File: src/rtl/mvs_pkg.sv
// Shared types and constants for the mean, variance and standard deviation block.
`timescale 1ns / 1ps
`default_nettype none
package mvs_pkg;

   localparam int SAMPLE_W = 16;
   localparam int VALUE_W  = 32;
   localparam int INDEX_W  = 5;
   localparam int KIND_W   = 2;

   // result kinds
   localparam logic [KIND_W-1:0] KIND_MEAN = KIND_W'(0);
   localparam logic [KIND_W-1:0] KIND_DEV  = KIND_W'(1);
   localparam logic [KIND_W-1:0] KIND_STD  = KIND_W'(2);
   localparam logic [KIND_W-1:0] KIND_VAR  = KIND_W'(3);

   // operations of the shared divide / square root unit
   localparam logic OP_DIV  = 1'b0;
   localparam logic OP_SQRT = 1'b1;

   typedef struct packed {
      logic start;
      logic op;
   } mvs_ctl_type;

   typedef struct packed {
      logic done;
      logic rem_nz;
   } mvs_sts_type;

endpackage
`default_nettype wire

File: src/rtl/mvs_ram.sv
// Generic simple dual-port RAM with one write port and a registered read port.
`timescale 1ns / 1ps
`default_nettype none
module mvs_ram #(
   parameter int WIDTH  = 16,
   parameter int DEPTH  = 32,
   parameter int ADDR_W = (DEPTH > 1) ? $clog2(DEPTH) : 1
) (
   input  logic              clock,
   input  logic              wr_en,
   input  logic [ADDR_W-1:0] wr_addr,
   input  logic [WIDTH-1:0]  wr_data,
   input  logic              rd_en,
   input  logic [ADDR_W-1:0] rd_addr,
   output logic [WIDTH-1:0]  rd_data
);

   logic [WIDTH-1:0] mem [DEPTH];
   logic [WIDTH-1:0] rd_data_ff;

   always_ff @(posedge clock) begin
      if (wr_en) begin
         mem[wr_addr] <= wr_data;
      end
      if (rd_en) begin
         rd_data_ff <= mem[rd_addr];
      end
   end

   assign rd_data = rd_data_ff;

endmodule
`default_nettype wire

File: src/rtl/mvs_unit.sv
// Shared iterative unit: restoring divide (one quotient bit a cycle) and integer square root.
`timescale 1ns / 1ps
`default_nettype none
module mvs_unit #(
   parameter int UW = 42,
   parameter int DW = 12
) (
   input  logic                clock,
   input  logic                reset,
   input  mvs_pkg::mvs_ctl_type ctl,
   input  logic [UW-1:0]       arg_a,
   input  logic [DW-1:0]       arg_b,
   output mvs_pkg::mvs_sts_type sts,
   output logic [UW-1:0]       result
);
   import mvs_pkg::*;

   localparam int HW  = UW / 2;
   localparam int RW  = (DW + 1 > HW + 2) ? DW + 1 : HW + 2;
   localparam int SCW = $clog2(UW + 1);

   logic           busy_ff, busy_in;
   logic           done_ff, done_in;
   logic           op_ff, op_in;
   logic [SCW-1:0] cnt_ff, cnt_in;
   logic [UW-1:0]  x_ff, x_in;
   logic [DW-1:0]  dvs_ff, dvs_in;
   logic [RW-1:0]  rem_ff, rem_in;
   logic [HW-1:0]  root_ff, root_in;

   logic [RW-1:0]  div_rem, sq_rem, sq_trial;
   logic           div_ge, sq_ge;

   always_comb begin
      div_rem  = {rem_ff[RW-2:0], x_ff[UW-1]};
      div_ge   = div_rem >= RW'(dvs_ff);
      sq_rem   = {rem_ff[RW-3:0], x_ff[UW-1:UW-2]};
      sq_trial = RW'({root_ff, 2'b01});
      sq_ge    = sq_rem >= sq_trial;

      busy_in = busy_ff;
      done_in = 1'b0;
      op_in   = op_ff;
      cnt_in  = cnt_ff;
      x_in    = x_ff;
      dvs_in  = dvs_ff;
      rem_in  = rem_ff;
      root_in = root_ff;

      if (ctl.start) begin
         busy_in = 1'b1;
         op_in   = ctl.op;
         x_in    = arg_a;
         dvs_in  = arg_b;
         rem_in  = '0;
         root_in = '0;
         cnt_in  = (ctl.op == OP_SQRT) ? SCW'(HW) : SCW'(UW);
      end else if (busy_ff) begin
         if (op_ff == OP_DIV) begin
            rem_in = div_ge ? (div_rem - RW'(dvs_ff)) : div_rem;
            x_in   = {x_ff[UW-2:0], div_ge};
         end else begin
            rem_in  = sq_ge ? (sq_rem - sq_trial) : sq_rem;
            x_in    = {x_ff[UW-3:0], 2'b00};
            root_in = {root_ff[HW-2:0], sq_ge};
         end
         cnt_in = cnt_ff - SCW'(1);
         if (cnt_ff == SCW'(1)) begin
            busy_in = 1'b0;
            done_in = 1'b1;
         end
      end
   end

   always_ff @(posedge clock) begin
      if (reset) begin
         busy_ff <= 1'b0;
         done_ff <= 1'b0;
      end else begin
         busy_ff <= busy_in;
         done_ff <= done_in;
      end
   end

   always_ff @(posedge clock) begin
      op_ff   <= op_in;
      cnt_ff  <= cnt_in;
      x_ff    <= x_in;
      dvs_ff  <= dvs_in;
      rem_ff  <= rem_in;
      root_ff <= root_in;
   end

   assign result     = (op_ff == OP_SQRT) ? UW'(root_ff) : x_ff;
   assign sts.done   = done_ff;
   assign sts.rem_nz = |rem_ff;

endmodule
`default_nettype wire

File: src/rtl/mean_variance_stddev.sv
// Top level: population mean, deviations, standard deviation and variance of Q8.8 samples.
//
// Requests carry one signed Q8.8 sample each and are taken one per cycle while
// the block is loading; each sample goes into a sample RAM of MAX_SAMPLES
// entries and into a running sum. Samples past capacity are dropped and the
// overflowed flag is raised on every result of that set. The request marked
// is_last closes the set: the block then stalls requests while it streams the
// RAM once to sum the squares, forms D = n*Q - S*S, runs the shared bit-serial
// unit for the mean divide and for D / n^2 (UW-bit dividend, UW = 30 +
// 2*ceil(log2(MAX_SAMPLES+1)), 42 at the default size) and for the square
// root, then emits the mean, one deviation per stored sample (a RAM read and
// an output load each), the standard deviation and the variance, which carries
// last_result. Results sit in an output register, so the next set may start
// loading while the variance waits. The RAM is only written while loading and
// only read while processing, so the two ports never touch the same entry in
// one cycle.
`timescale 1ns / 1ps
`default_nettype none
module mean_variance_stddev #(
   parameter int MAX_SAMPLES = 32
) (
   input  logic                                clock,
   input  logic                                reset,
   input  logic                                req_valid,
   output logic                                req_stall,
   input  logic signed [mvs_pkg::SAMPLE_W-1:0] req_sample,
   input  logic                                req_is_last,
   output logic                                rsp_valid,
   input  logic                                rsp_stall,
   output logic [mvs_pkg::KIND_W-1:0]          rsp_kind,
   output logic [mvs_pkg::INDEX_W-1:0]         rsp_sample_index,
   output logic signed [mvs_pkg::VALUE_W-1:0]  rsp_value,
   output logic                                rsp_overflowed,
   output logic                                rsp_last_result
);
   import mvs_pkg::*;

   // count, address and datapath widths
   localparam int CW   = $clog2(MAX_SAMPLES + 1);
   localparam int AW   = (MAX_SAMPLES > 1) ? $clog2(MAX_SAMPLES) : 1;
   localparam int SW   = SAMPLE_W + CW;          // running sum, signed
   localparam int SQ1W = 2 * SAMPLE_W - 1;       // one square
   localparam int SQW  = 2 * SAMPLE_W - 2 + CW;  // sum of squares
   localparam int UW   = 2 * SAMPLE_W - 2 + 2 * CW;
   localparam int DW   = 2 * CW;
   localparam int HW   = UW / 2;

   // sequencer states
   localparam logic [3:0] S_LOAD  = 4'd0;
   localparam logic [3:0] S_SQ    = 4'd1;
   localparam logic [3:0] S_MUL   = 4'd2;
   localparam logic [3:0] S_DIFF  = 4'd3;
   localparam logic [3:0] S_MDIV  = 4'd4;
   localparam logic [3:0] S_MWAIT = 4'd5;
   localparam logic [3:0] S_VDIV  = 4'd6;
   localparam logic [3:0] S_VWAIT = 4'd7;
   localparam logic [3:0] S_SQRT  = 4'd8;
   localparam logic [3:0] S_SWAIT = 4'd9;
   localparam logic [3:0] S_OMEAN = 4'd10;
   localparam logic [3:0] S_DRD   = 4'd11;
   localparam logic [3:0] S_DOUT  = 4'd12;
   localparam logic [3:0] S_OSTD  = 4'd13;
   localparam logic [3:0] S_OVAR  = 4'd14;

   logic [3:0]           state_ff, state_in;
   logic [CW-1:0]        count_ff, count_in;
   logic signed [SW-1:0] sum_ff, sum_in;
   logic                 drop_ff, drop_in;
   logic [CW-1:0]        idx_ff, idx_in;
   logic                 p1_ff, p1_in;
   logic                 p2_ff, p2_in;
   logic [SQ1W-1:0]      sqv_ff, sqv_in;
   logic [SQW-1:0]       qacc_ff, qacc_in;
   logic [SW-1:0]        sabs_ff, sabs_in;
   logic [UW-1:0]        nq_ff, nq_in;
   logic [UW-1:0]        ss_ff, ss_in;
   logic [UW-1:0]        d_ff, d_in;
   logic [DW-1:0]        nn_ff, nn_in;
   logic signed [SW-1:0] mean_ff, mean_in;
   logic [UW-1:0]        qv_ff, qv_in;
   logic [HW-1:0]        std_ff, std_in;

   // output register
   logic                        rsp_valid_ff, rsp_valid_in;
   logic [KIND_W-1:0]           kind_ff, kind_in;
   logic [INDEX_W-1:0]          index_ff, index_in;
   logic signed [VALUE_W-1:0]   value_ff, value_in;
   logic                        ovf_ff, ovf_in;
   logic                        last_ff, last_in;

   logic                          req_accept;
   logic                          slot_free;
   logic                          out_load;
   logic [CW-1:0]                 n_eff;
   logic                          ram_wr_en;
   logic                          ram_rd_en;
   logic signed [SAMPLE_W-1:0]    rd_sample;
   logic signed [2*SAMPLE_W-1:0]  sq_prod;
   logic [UW:0]                   diff;
   logic signed [SW-1:0]          mq;
   mvs_ctl_type                   unit_ctl;
   mvs_sts_type                   unit_sts;
   logic [UW-1:0]                 unit_a;
   logic [DW-1:0]                 unit_b;
   logic [UW-1:0]                 unit_result;

   assign req_stall  = (state_ff != S_LOAD);
   assign req_accept = req_valid && !req_stall;
   assign slot_free  = !rsp_valid_ff || !rsp_stall;
   assign n_eff      = (count_ff == '0) ? CW'(1) : count_ff;

   // store while there is room
   assign ram_wr_en = req_accept && (count_ff < CW'(MAX_SAMPLES));
   assign ram_rd_en = ((state_ff == S_SQ) && (idx_ff < count_ff)) || (state_ff == S_DRD);

   mvs_ram #(
      .WIDTH (SAMPLE_W),
      .DEPTH (MAX_SAMPLES)
   ) u_store (
      .clock   (clock),
      .wr_en   (ram_wr_en),
      .wr_addr (count_ff[AW-1:0]),
      .wr_data (req_sample),
      .rd_en   (ram_rd_en),
      .rd_addr (idx_ff[AW-1:0]),
      .rd_data (rd_sample)
   );

   mvs_unit #(
      .UW (UW),
      .DW (DW)
   ) u_unit (
      .clock  (clock),
      .reset  (reset),
      .ctl    (unit_ctl),
      .arg_a  (unit_a),
      .arg_b  (unit_b),
      .sts    (unit_sts),
      .result (unit_result)
   );

   assign sq_prod = rd_sample * rd_sample;
   assign diff    = {1'b0, nq_ff} - {1'b0, ss_ff};
   assign mq      = signed'(unit_result[SW-1:0]);

   // launch the shared unit
   always_comb begin
      unit_ctl.start = (state_ff == S_MDIV) || (state_ff == S_VDIV) || (state_ff == S_SQRT);
      unit_ctl.op    = (state_ff == S_SQRT) ? OP_SQRT : OP_DIV;
      unit_b         = (state_ff == S_MDIV) ? DW'(n_eff) : nn_ff;
      case (state_ff)
         S_MDIV:  unit_a = UW'(sabs_ff);
         S_SQRT:  unit_a = qv_ff;
         default: unit_a = d_ff;
      endcase
   end

   always_comb begin
      state_in = state_ff;
      count_in = count_ff;
      sum_in   = sum_ff;
      drop_in  = drop_ff;
      idx_in   = idx_ff;
      p1_in    = 1'b0;
      p2_in    = 1'b0;
      sqv_in   = sqv_ff;
      qacc_in  = qacc_ff;
      sabs_in  = sabs_ff;
      nq_in    = nq_ff;
      ss_in    = ss_ff;
      d_in     = d_ff;
      nn_in    = nn_ff;
      mean_in  = mean_ff;
      qv_in    = qv_ff;
      std_in   = std_ff;

      out_load = 1'b0;
      kind_in  = kind_ff;
      index_in = index_ff;
      value_in = value_ff;
      ovf_in   = ovf_ff;
      last_in  = last_ff;

      unique case (state_ff)
         S_LOAD: begin
            // arm the square pass for the set being loaded
            idx_in  = '0;
            qacc_in = '0;
            if (req_accept) begin
               if (ram_wr_en) begin
                  count_in = count_ff + CW'(1);
                  sum_in   = sum_ff + SW'(req_sample);
               end else begin
                  drop_in = 1'b1;
               end
               if (req_is_last) begin
                  state_in = S_SQ;
               end
            end
         end
         S_SQ: begin
            // stream the RAM: read, square, accumulate
            sabs_in = sum_ff[SW-1] ? SW'(-sum_ff) : SW'(sum_ff);
            if (ram_rd_en) begin
               idx_in = idx_ff + CW'(1);
               p1_in  = 1'b1;
            end
            p2_in = p1_ff;
            if (p1_ff) begin
               sqv_in = sq_prod[SQ1W-1:0];
            end
            if (p2_ff) begin
               qacc_in = qacc_ff + SQW'(sqv_ff);
            end
            if (!ram_rd_en && !p1_ff && !p2_ff) begin
               state_in = S_MUL;
            end
         end
         S_MUL: begin
            nq_in    = UW'(n_eff) * UW'(qacc_ff);
            ss_in    = UW'(sabs_ff) * UW'(sabs_ff);
            nn_in    = DW'(n_eff) * DW'(n_eff);
            state_in = S_DIFF;
         end
         S_DIFF: begin
            // clamp to zero, as a negative difference cannot carry meaning
            d_in     = diff[UW] ? '0 : diff[UW-1:0];
            state_in = S_MDIV;
         end
         S_MDIV: begin
            state_in = S_MWAIT;
         end
         S_MWAIT: begin
            if (unit_sts.done) begin
               // floor toward minus infinity for a negative sum
               mean_in  = sum_ff[SW-1] ? (-mq - SW'(unit_sts.rem_nz)) : mq;
               state_in = S_VDIV;
            end
         end
         S_VDIV: begin
            state_in = S_VWAIT;
         end
         S_VWAIT: begin
            if (unit_sts.done) begin
               qv_in    = unit_result;
               state_in = S_SQRT;
            end
         end
         S_SQRT: begin
            state_in = S_SWAIT;
         end
         S_SWAIT: begin
            if (unit_sts.done) begin
               std_in   = unit_result[HW-1:0];
               state_in = S_OMEAN;
            end
         end
         S_OMEAN: begin
            idx_in = '0;
            if (slot_free) begin
               out_load = 1'b1;
               kind_in  = KIND_MEAN;
               index_in = '0;
               value_in = VALUE_W'(mean_ff);
               ovf_in   = drop_ff;
               last_in  = 1'b0;
               state_in = (count_ff == '0) ? S_OSTD : S_DRD;
            end
         end
         S_DRD: begin
            state_in = S_DOUT;
         end
         S_DOUT: begin
            // read data holds until the output register frees up
            if (slot_free) begin
               out_load = 1'b1;
               kind_in  = KIND_DEV;
               index_in = INDEX_W'(idx_ff);
               value_in = VALUE_W'(mean_ff) - VALUE_W'(rd_sample);
               ovf_in   = drop_ff;
               last_in  = 1'b0;
               idx_in   = idx_ff + CW'(1);
               state_in = ((idx_ff + CW'(1)) == count_ff) ? S_OSTD : S_DRD;
            end
         end
         S_OSTD: begin
            if (slot_free) begin
               out_load = 1'b1;
               kind_in  = KIND_STD;
               index_in = '0;
               value_in = VALUE_W'(std_ff);
               ovf_in   = drop_ff;
               last_in  = 1'b0;
               state_in = S_OVAR;
            end
         end
         S_OVAR: begin
            if (slot_free) begin
               out_load = 1'b1;
               kind_in  = KIND_VAR;
               index_in = '0;
               value_in = VALUE_W'(qv_ff >> 8);
               ovf_in   = drop_ff;
               last_in  = 1'b1;
               // close the set and go back to loading
               count_in = '0;
               sum_in   = '0;
               drop_in  = 1'b0;
               state_in = S_LOAD;
            end
         end
         default: begin
            state_in = S_LOAD;
         end
      endcase

      if (out_load) begin
         rsp_valid_in = 1'b1;
      end else if (!rsp_stall) begin
         rsp_valid_in = 1'b0;
      end else begin
         rsp_valid_in = rsp_valid_ff;
      end
   end

   always_ff @(posedge clock) begin
      if (reset) begin
         state_ff     <= S_LOAD;
         count_ff     <= '0;
         sum_ff       <= '0;
         drop_ff      <= 1'b0;
         p1_ff        <= 1'b0;
         p2_ff        <= 1'b0;
         rsp_valid_ff <= 1'b0;
      end else begin
         state_ff     <= state_in;
         count_ff     <= count_in;
         sum_ff       <= sum_in;
         drop_ff      <= drop_in;
         p1_ff        <= p1_in;
         p2_ff        <= p2_in;
         rsp_valid_ff <= rsp_valid_in;
      end
   end

   always_ff @(posedge clock) begin
      idx_ff   <= idx_in;
      sqv_ff   <= sqv_in;
      qacc_ff  <= qacc_in;
      sabs_ff  <= sabs_in;
      nq_ff    <= nq_in;
      ss_ff    <= ss_in;
      d_ff     <= d_in;
      nn_ff    <= nn_in;
      mean_ff  <= mean_in;
      qv_ff    <= qv_in;
      std_ff   <= std_in;
      kind_ff  <= kind_in;
      index_ff <= index_in;
      value_ff <= value_in;
      ovf_ff   <= ovf_in;
      last_ff  <= last_in;
   end

   assign rsp_valid        = rsp_valid_ff;
   assign rsp_kind         = kind_ff;
   assign rsp_sample_index = index_ff;
   assign rsp_value        = value_ff;
   assign rsp_overflowed   = ovf_ff;
   assign rsp_last_result  = last_ff;

`ifndef SYNTHESIS
   // the shared unit only finishes while the sequencer waits for it
   assert property (@(posedge clock) disable iff (reset)
      unit_sts.done |-> (state_ff == S_MWAIT || state_ff == S_VWAIT || state_ff == S_SWAIT))
      else $error("arithmetic unit finished outside a wait state");

   // the fill count never passes the RAM depth
   assert property (@(posedge clock) disable iff (reset)
      count_ff <= CW'(MAX_SAMPLES))
      else $error("sample count beyond capacity");

   // only the variance closes a run
   assert property (@(posedge clock) disable iff (reset)
      (rsp_valid && rsp_last_result) |-> (rsp_kind == KIND_VAR))
      else $error("last result flagged on a result other than the variance");

   // loading the variance empties the set
   assert property (@(posedge clock) disable iff (reset)
      (state_ff == S_OVAR && slot_free) |=> (state_ff == S_LOAD && count_ff == '0 && !drop_ff))
      else $error("set not cleared after the variance");
`endif

endmodule
`default_nettype wire
File: config.mk
export PLATFORM = sky130hd
export DESIGN_NAME = mean_variance_stddev
export DESIGN_NICKNAME = d
export VERILOG_FILES = /design/src/rtl/mvs_pkg.sv /design/src/rtl/mvs_ram.sv /design/src/rtl/mvs_unit.sv /design/src/rtl/mean_variance_stddev.sv
export SDC_FILE = /design/constraint.sdc
export NUM_CORES = 2
export LEC_CHECK = 0
export ABC_CLOCK_PERIOD_IN_PS = 7500
export BUFFER_PORTS_ARGS = -buffer_cell sky130_fd_sc_hd__clkbuf_2
export CAP_MARGIN = 20
export CORE_UTILIZATION = 50
export CTS_BUF_LIST = sky130_fd_sc_hd__clkbuf_8
export CTS_CLUSTER_DIAMETER = 120
export DETAILED_ROUTE_END_ITERATION = 10
export HOLD_SLACK_MARGIN = 0.06
export PLACE_DENSITY = 0.8
export SLEW_MARGIN = 20
export SYNTH_ARGS = -nofsm -noshare
export SYNTH_HDL_FRONTEND = slang
export SYNTH_HIERARCHICAL = 1
export SYNTH_SLANG_ARGS = --single-unit
File: constraint.sdc
create_clock -name clock -period 7.5 [get_ports clock]
set_input_delay 0.75 -clock clock [delete_from_list [all_inputs] [get_ports clock]]
set_output_delay 0.75 -clock clock [all_outputs]
set_load 0.005 [all_outputs]
Yosys cells after proc, flatten, opt, wreduce, memory -nomap -nowiden
Memory sizes are Yosys's and may differ from the RTL's. A register that Yosys moved wholly into a read port is not among the register bits.
Index checks and enable logic that the tools add are counted.
- register bits after elaboration: 502
- bits in writable memories: 512
- input bits: 21
- output and inout port bits: 43
- word-level logic and storage cells: 208
- memories kept: 1
- add/subtract/negate cells: 12
- multiply operators: 4
- magnitude comparators: 4
- equal/unequal tests: 33
- multiplexer cells: 72
- bitwise logic cells: 2
- reduce and logical (&&, ||, !) cells: 46
- memory list (memory ; words ; bits a word ; rd ports ; clocked after Yosys merged registers in ; wr ports ; RTL line ; text):
    u_store.mem ; 32 ; 16 ; 1 ; 1 ; 1 ; mvs_ram.sv:18 ; logic [WIDTH-1:0] mem [DEPTH];
- operator list (operator ; count):
    32-bit two-way mux ; 4
    32-bit one-hot mux with 4 select lines ; 1
    42-bit two-way mux ; 3
    22-bit two-way mux ; 5
    42-bit one-hot mux with 2 select lines ; 1
    36-bit one-hot mux with 2 select lines ; 1
    23-bit two-way mux ; 3
    6-bit two-way mux ; 10
    4-bit one-hot mux with 15 select lines ; 1
    22-bit negation ; 2
    22-bit one-hot mux with 2 select lines ; 1
    42-bit by 42-bit subtractor with 43-bit output ; 1
    22-bit by 22-bit multiplier with 42-bit output ; 1
    6-bit by 36-bit multiplier with 42-bit output ; 1
    4-bit two-way mux ; 10
    36-bit by 31-bit adder with 36-bit output ; 1
    36-bit two-way mux ; 1
    16-bit by 16-bit multiplier with 31-bit output ; 1
    4-bit == test (second input constant) ; 7
    23-bit by 12-bit greater-or-equal comparator with 1-bit output ; 1
    23-bit greater-or-equal comparator ; 1
    23-bit OR reduction ; 1
    22-bit by 16-bit subtractor with 23-bit output ; 1
    23-bit by 12-bit subtractor with 23-bit output ; 1
    42 further kinds ; 113

Depth between registers and ports, before layout
- depth after elaboration: 8
- depth in mapped cells: 30
- gate-level depth less buffers: 28

Hierarchy
Netlist, hierarchy kept.
- by module, submodules not included (module ; instances ; cells each ; area an instance (um2) ; sequential area each (um2)):
    mean_variance_stddev ; 1 ; 5131 ; 49776.5 ; 11410.9
    mvs_ram ; 1 ; 1143 ; 20694.8 ; 15855.2
    mvs_unit ; 1 ; 875 ; 7490.9 ; 2752.6

Worst setup path after synthesis
OpenSTA, ideal clock, no wires.
- kind: register to register
- start: register state_ff[0]
- end: register nn_ff[0] (enable)
- setup time: 0.662 ns
- arrival time: 7.314 ns
- data required time: 6.838 ns
- path slack: -0.476 ns
- stages on the path, launching flop included: 5
- period minus slack after synthesis: 7.976 ns
- cell sequence: dfxtp_1 > clkbuf_1 > clkbuf_1 > buf_1 > nor3_1
- word-level cells in the longest chain between the ends: 1
- ends and longest elaborated chain (item ; RTL line ; text):
    start, declared ; mean_variance_stddev.sv:65 ; logic [3:0] state_ff, state_in;
    start signal, assigned ; mean_variance_stddev.sv:336 ; state_ff <= state_in;
    4-bit by 2-bit == test with 1-bit output ; mean_variance_stddev.sv:184 ; unique case (state_ff)
    end signal, assigned ; mean_variance_stddev.sv:354 ; nn_ff <= nn_in;
    end, declared ; mean_variance_stddev.sv:78 ; logic [DW-1:0] nn_ff, nn_in;
Every way passes these cells.
A chain may end at the register's enable or synchronous reset.

Worst setup path in the final report
- start: register sabs_ff[3]
- end: register ss_ff[40], data pin
- word-level cells in the longest chain between the ends: 1
- ends and longest elaborated chain (item ; RTL line ; text):
    start, declared ; mean_variance_stddev.sv:74 ; logic [SW-1:0] sabs_ff, sabs_in;
    start signal, assigned ; mean_variance_stddev.sv:350 ; sabs_ff <= sabs_in;
    22-bit by 22-bit multiplier with 42-bit output ; mean_variance_stddev.sv:221 ; ss_in = UW'(sabs_ff) * UW'(sabs_ff);
    end signal, assigned ; mean_variance_stddev.sv:352 ; ss_ff <= ss_in;
    end, declared ; mean_variance_stddev.sv:76 ; logic [UW-1:0] ss_ff, ss_in;
Every way passes these cells.

==> flow_summary.ini <==
[detailed_routing]
postRouteWirelength_mm = 200.5
top_layer = met5
dr_wl_met2_mm = 98.00
antenna_left = 0
dr_wl_met3_mm = 17.13
drt-met1-wl_mm = 77.59
vias_per_cell = 5.778
drt_first_iter_violations = 5081
vias = 54581
wl_per_cell_um = 21.22
drt_pass1_iterations = 9
drc = 30

[global_routing]
grt_pass1_wl_mm = 310.0
grt_start_max_net_pins = 132
grt_antenna_before_repair = 7
grt_pass1_vias = 55733
grt.total_usage_pct = 25.45
grt_overflow = 0

[logic_synthesis]
synthCells = 7149
synthTopCellsByArea = edfxtp_1 36%, fa_1 19%, ha_1 7.8%
yosysMostFrequentCell = inv_1
async_flop_share_pct = 0
synth_common_cells = 1068 x inv_1, 945 x edfxtp_1, 722 x fa_1
synth_edf_count = 945
synth_top_area_share_pct = 36.40
yosysUniqueCellTypes = 103
ys_ff_latch = 1027
avgSynthCellArea_sq_um = 10.91
yosysTopAreaCell = edfxtp_1
synthesis.yosys.warnings = 6
ys.flop_type = edfxtp_1
syn_area_sq_um = 77960
ys_seq_area_share_pct = 38.50
synth_fp_nets = 8379

[clock_tree]
clkTransAtPathRegs_ns = 0.07
cts-root-buf = clkbuf_8
cts_buffer_depth = 3
cts_sinks = 1027
cts_max_level = 4
tritoncts = done
cts_buffers = 159
clk_latency_ns = 0.94
ctsHoldBuffers = 0

[critical_path]
crit_required_ns = 8.17
regToRegSetupSlack_ns = 0.30
crit_fanout = 7
cp.arrival_ns = 7.87
ff2ff_path_depth = 23
path_class = reg2reg
r2r-end = ss_ff[40]$_DFFE_PP_
crit_path_start_kind = flop
cp-end-kind = flop
r2r-start = sabs_ff[3]$_DFFE_PP_

[worst_hold_path]
whs_path_depth = 1
hold_path_startpoint = req_sample[6]
hold_class = in2reg
hold_end = u_store/mem[29][6]$_DFFE_PP_

[finish]
fin_util_pct = 54.47
drive_gt1_share_pct = 7.719
finish.instance_area_sq_um = 84110
nets = 8507
syn2layout_area_growth_pct = 7.888

[place]
place_area_sq_um = 80930
gp_congestion = 0.9618
hpwl_mm = 149.2
io_buffer_count = 63

[timing]
min_period_ns = 7.201
min_period_over_period_pct = 96.02
fmax_mhz = 138.9
final-hold-violation-count = 0
fin_hold_ws_ns = 0.2502
tightestPinTransition_ns = 1.207
setup_tns_ns = 0
slew_headroom_pct = 19.51
fin_skew_ns = 0.05799
drv_slew = 0
finalSetupViolCount = 0

[floorplan]
die_height_um = 396.9
io-pin-count = 64
start_util_pct = 50.49
die_area_sq_um = 157500
rows = 144
die_w_um = 396.9
core_sq_um = 154400

[run_status]
violations = DRC
status = complete, but fails checks

[flow_run]
drv_cap = 0
area by class of cell:
| class | count | area, sq um |
|---|---|---|
| Timing Repair Buffer | 234 | 1699 |
| Multi-Input combinational cell | 4777 | 42700 |
| Clock inverter | 110 | 711.9 |
| Clock buffer | 171 | 2354 |
| Antenna cell | 5 | 12.51 |
| Tap cell | 2044 | 2557 |
| Inverter | 1078 | 4048 |
| Sequential cell | 1027 | 30030 |
| Fill cell | 12791 | 70300 |
routing by layer:
| layer | track usage [%] | vias up |
|---|---|---|
| met3 | 4.871 | 442 |
| met1 | 32.37 | 27173 |
| met4 | 10.23 | 4 |
| met5 | 0 | - |
| met2 | 42.67 | 2381 |
| li1 | - | 24581 |
cells in the final DEF, fill, tap and decap left out, types with 142 or more instances in the layout:
cell	count
a21o_1	142
a21oi_1	330
and2_1	172
buf_4	163
clkbuf_8	171
edfxtp_1	945
fa_1	722
ha_1	487
inv_1	1108
mux2i_1	292
nand2_1	697
nor2_1	372
o21ai_0	202
xnor2_1	197
worst max-delay path: stages, from the launching register on:
cell and delay [ns]:
edfxtp_1 0.50, buf_4 0.21, and2_1 0.15, ha_1 0.33, xor2_1 0.23, fa_1 0.50, fa_1 0.55, inv_1 0.05
fa_1 0.49, fa_1 0.52, fa_1 0.55, fa_1 0.43, ha_1 0.30, a21o_1 0.18, a21o_1 0.18, a21o_1 0.19
o21a_1 0.20, a211o_1 0.37, a31oi_2 0.25, a22oi_2 0.15, a21oi_2 0.22, o2111ai_1 0.15, a21oi_1 0.20, xnor2_1 0.08
flip-flops by register name, summed over array words and instances, names as in the netlist, 11 cells and up:
register,count
qacc_ff,36
u_unit/x_ff,42
u_unit/root_ff,21
u_unit/dvs_ff,12
sabs_ff,22
mean_ff,22
std_ff,21
u_store/mem,512
rsp_value,32
u_store/rd_data,16
sqv_ff,30
nn_ff,11
d_ff,42
nq_ff,42
sum_ff,22
qv_ff,42
ss_ff,41
u_unit/rem_ff,23
worst max path at each step:
stage,startpoint,end,cells past startpoint
2_1_floorplan,sabs_ff[13]$_DFFE_PP_,ss_ff[40]$_DFFE_PP_,25
3_3_place_gp,sabs_ff[11]$_DFFE_PP_,ss_ff[40]$_DFFE_PP_,24
3_5_place_dp,sabs_ff[14]$_DFFE_PP_,ss_ff[40]$_DFFE_PP_,23
4_1_cts,sabs_ff[11]$_DFFE_PP_,ss_ff[40]$_DFFE_PP_,24
5_1_grt,sabs_ff[14]$_DFFE_PP_,ss_ff[40]$_DFFE_PP_,25
6_report,sabs_ff[3]$_DFFE_PP_,ss_ff[40]$_DFFE_PP_,23
logic make-up (layout without fill, tap and decap cells):
| logic type | Yosys count | count (layout) | synth area share, % |
|---|---|---|---|
| simple gates | 1730 | 1730 | 10.26 |
| other cells | 0 | 5 | 0 |
| mux | 322 | 322 | 4.182 |
| xor+xnor | 307 | 307 | 3.449 |
| flops | 1027 | 1027 | 38.50 |
| compound gates | 1208 | 1208 | 10.31 |
| buf+inv | 1345 | 1593 | 6.931 |
| fa+ha+maj | 1210 | 1210 | 26.37 |
metrics by stage:
stage                     setup WS (ns)  cells
after floorplan                  0.4558   7149
after global placement           0.2567   9152
after detailed placement         0.1678   9152
after CTS                        0.1700   9433
after global routing          -0.007968   9442
final                            0.2987   9446
timing repair:
action,CTS,global route
resized for setup,0,6
setup endpoints to repair,0,6
setup buffers,0,8
Power is not shown: default switching activity piles up to over one toggle a cycle in this logic, so the estimate is an artifact.
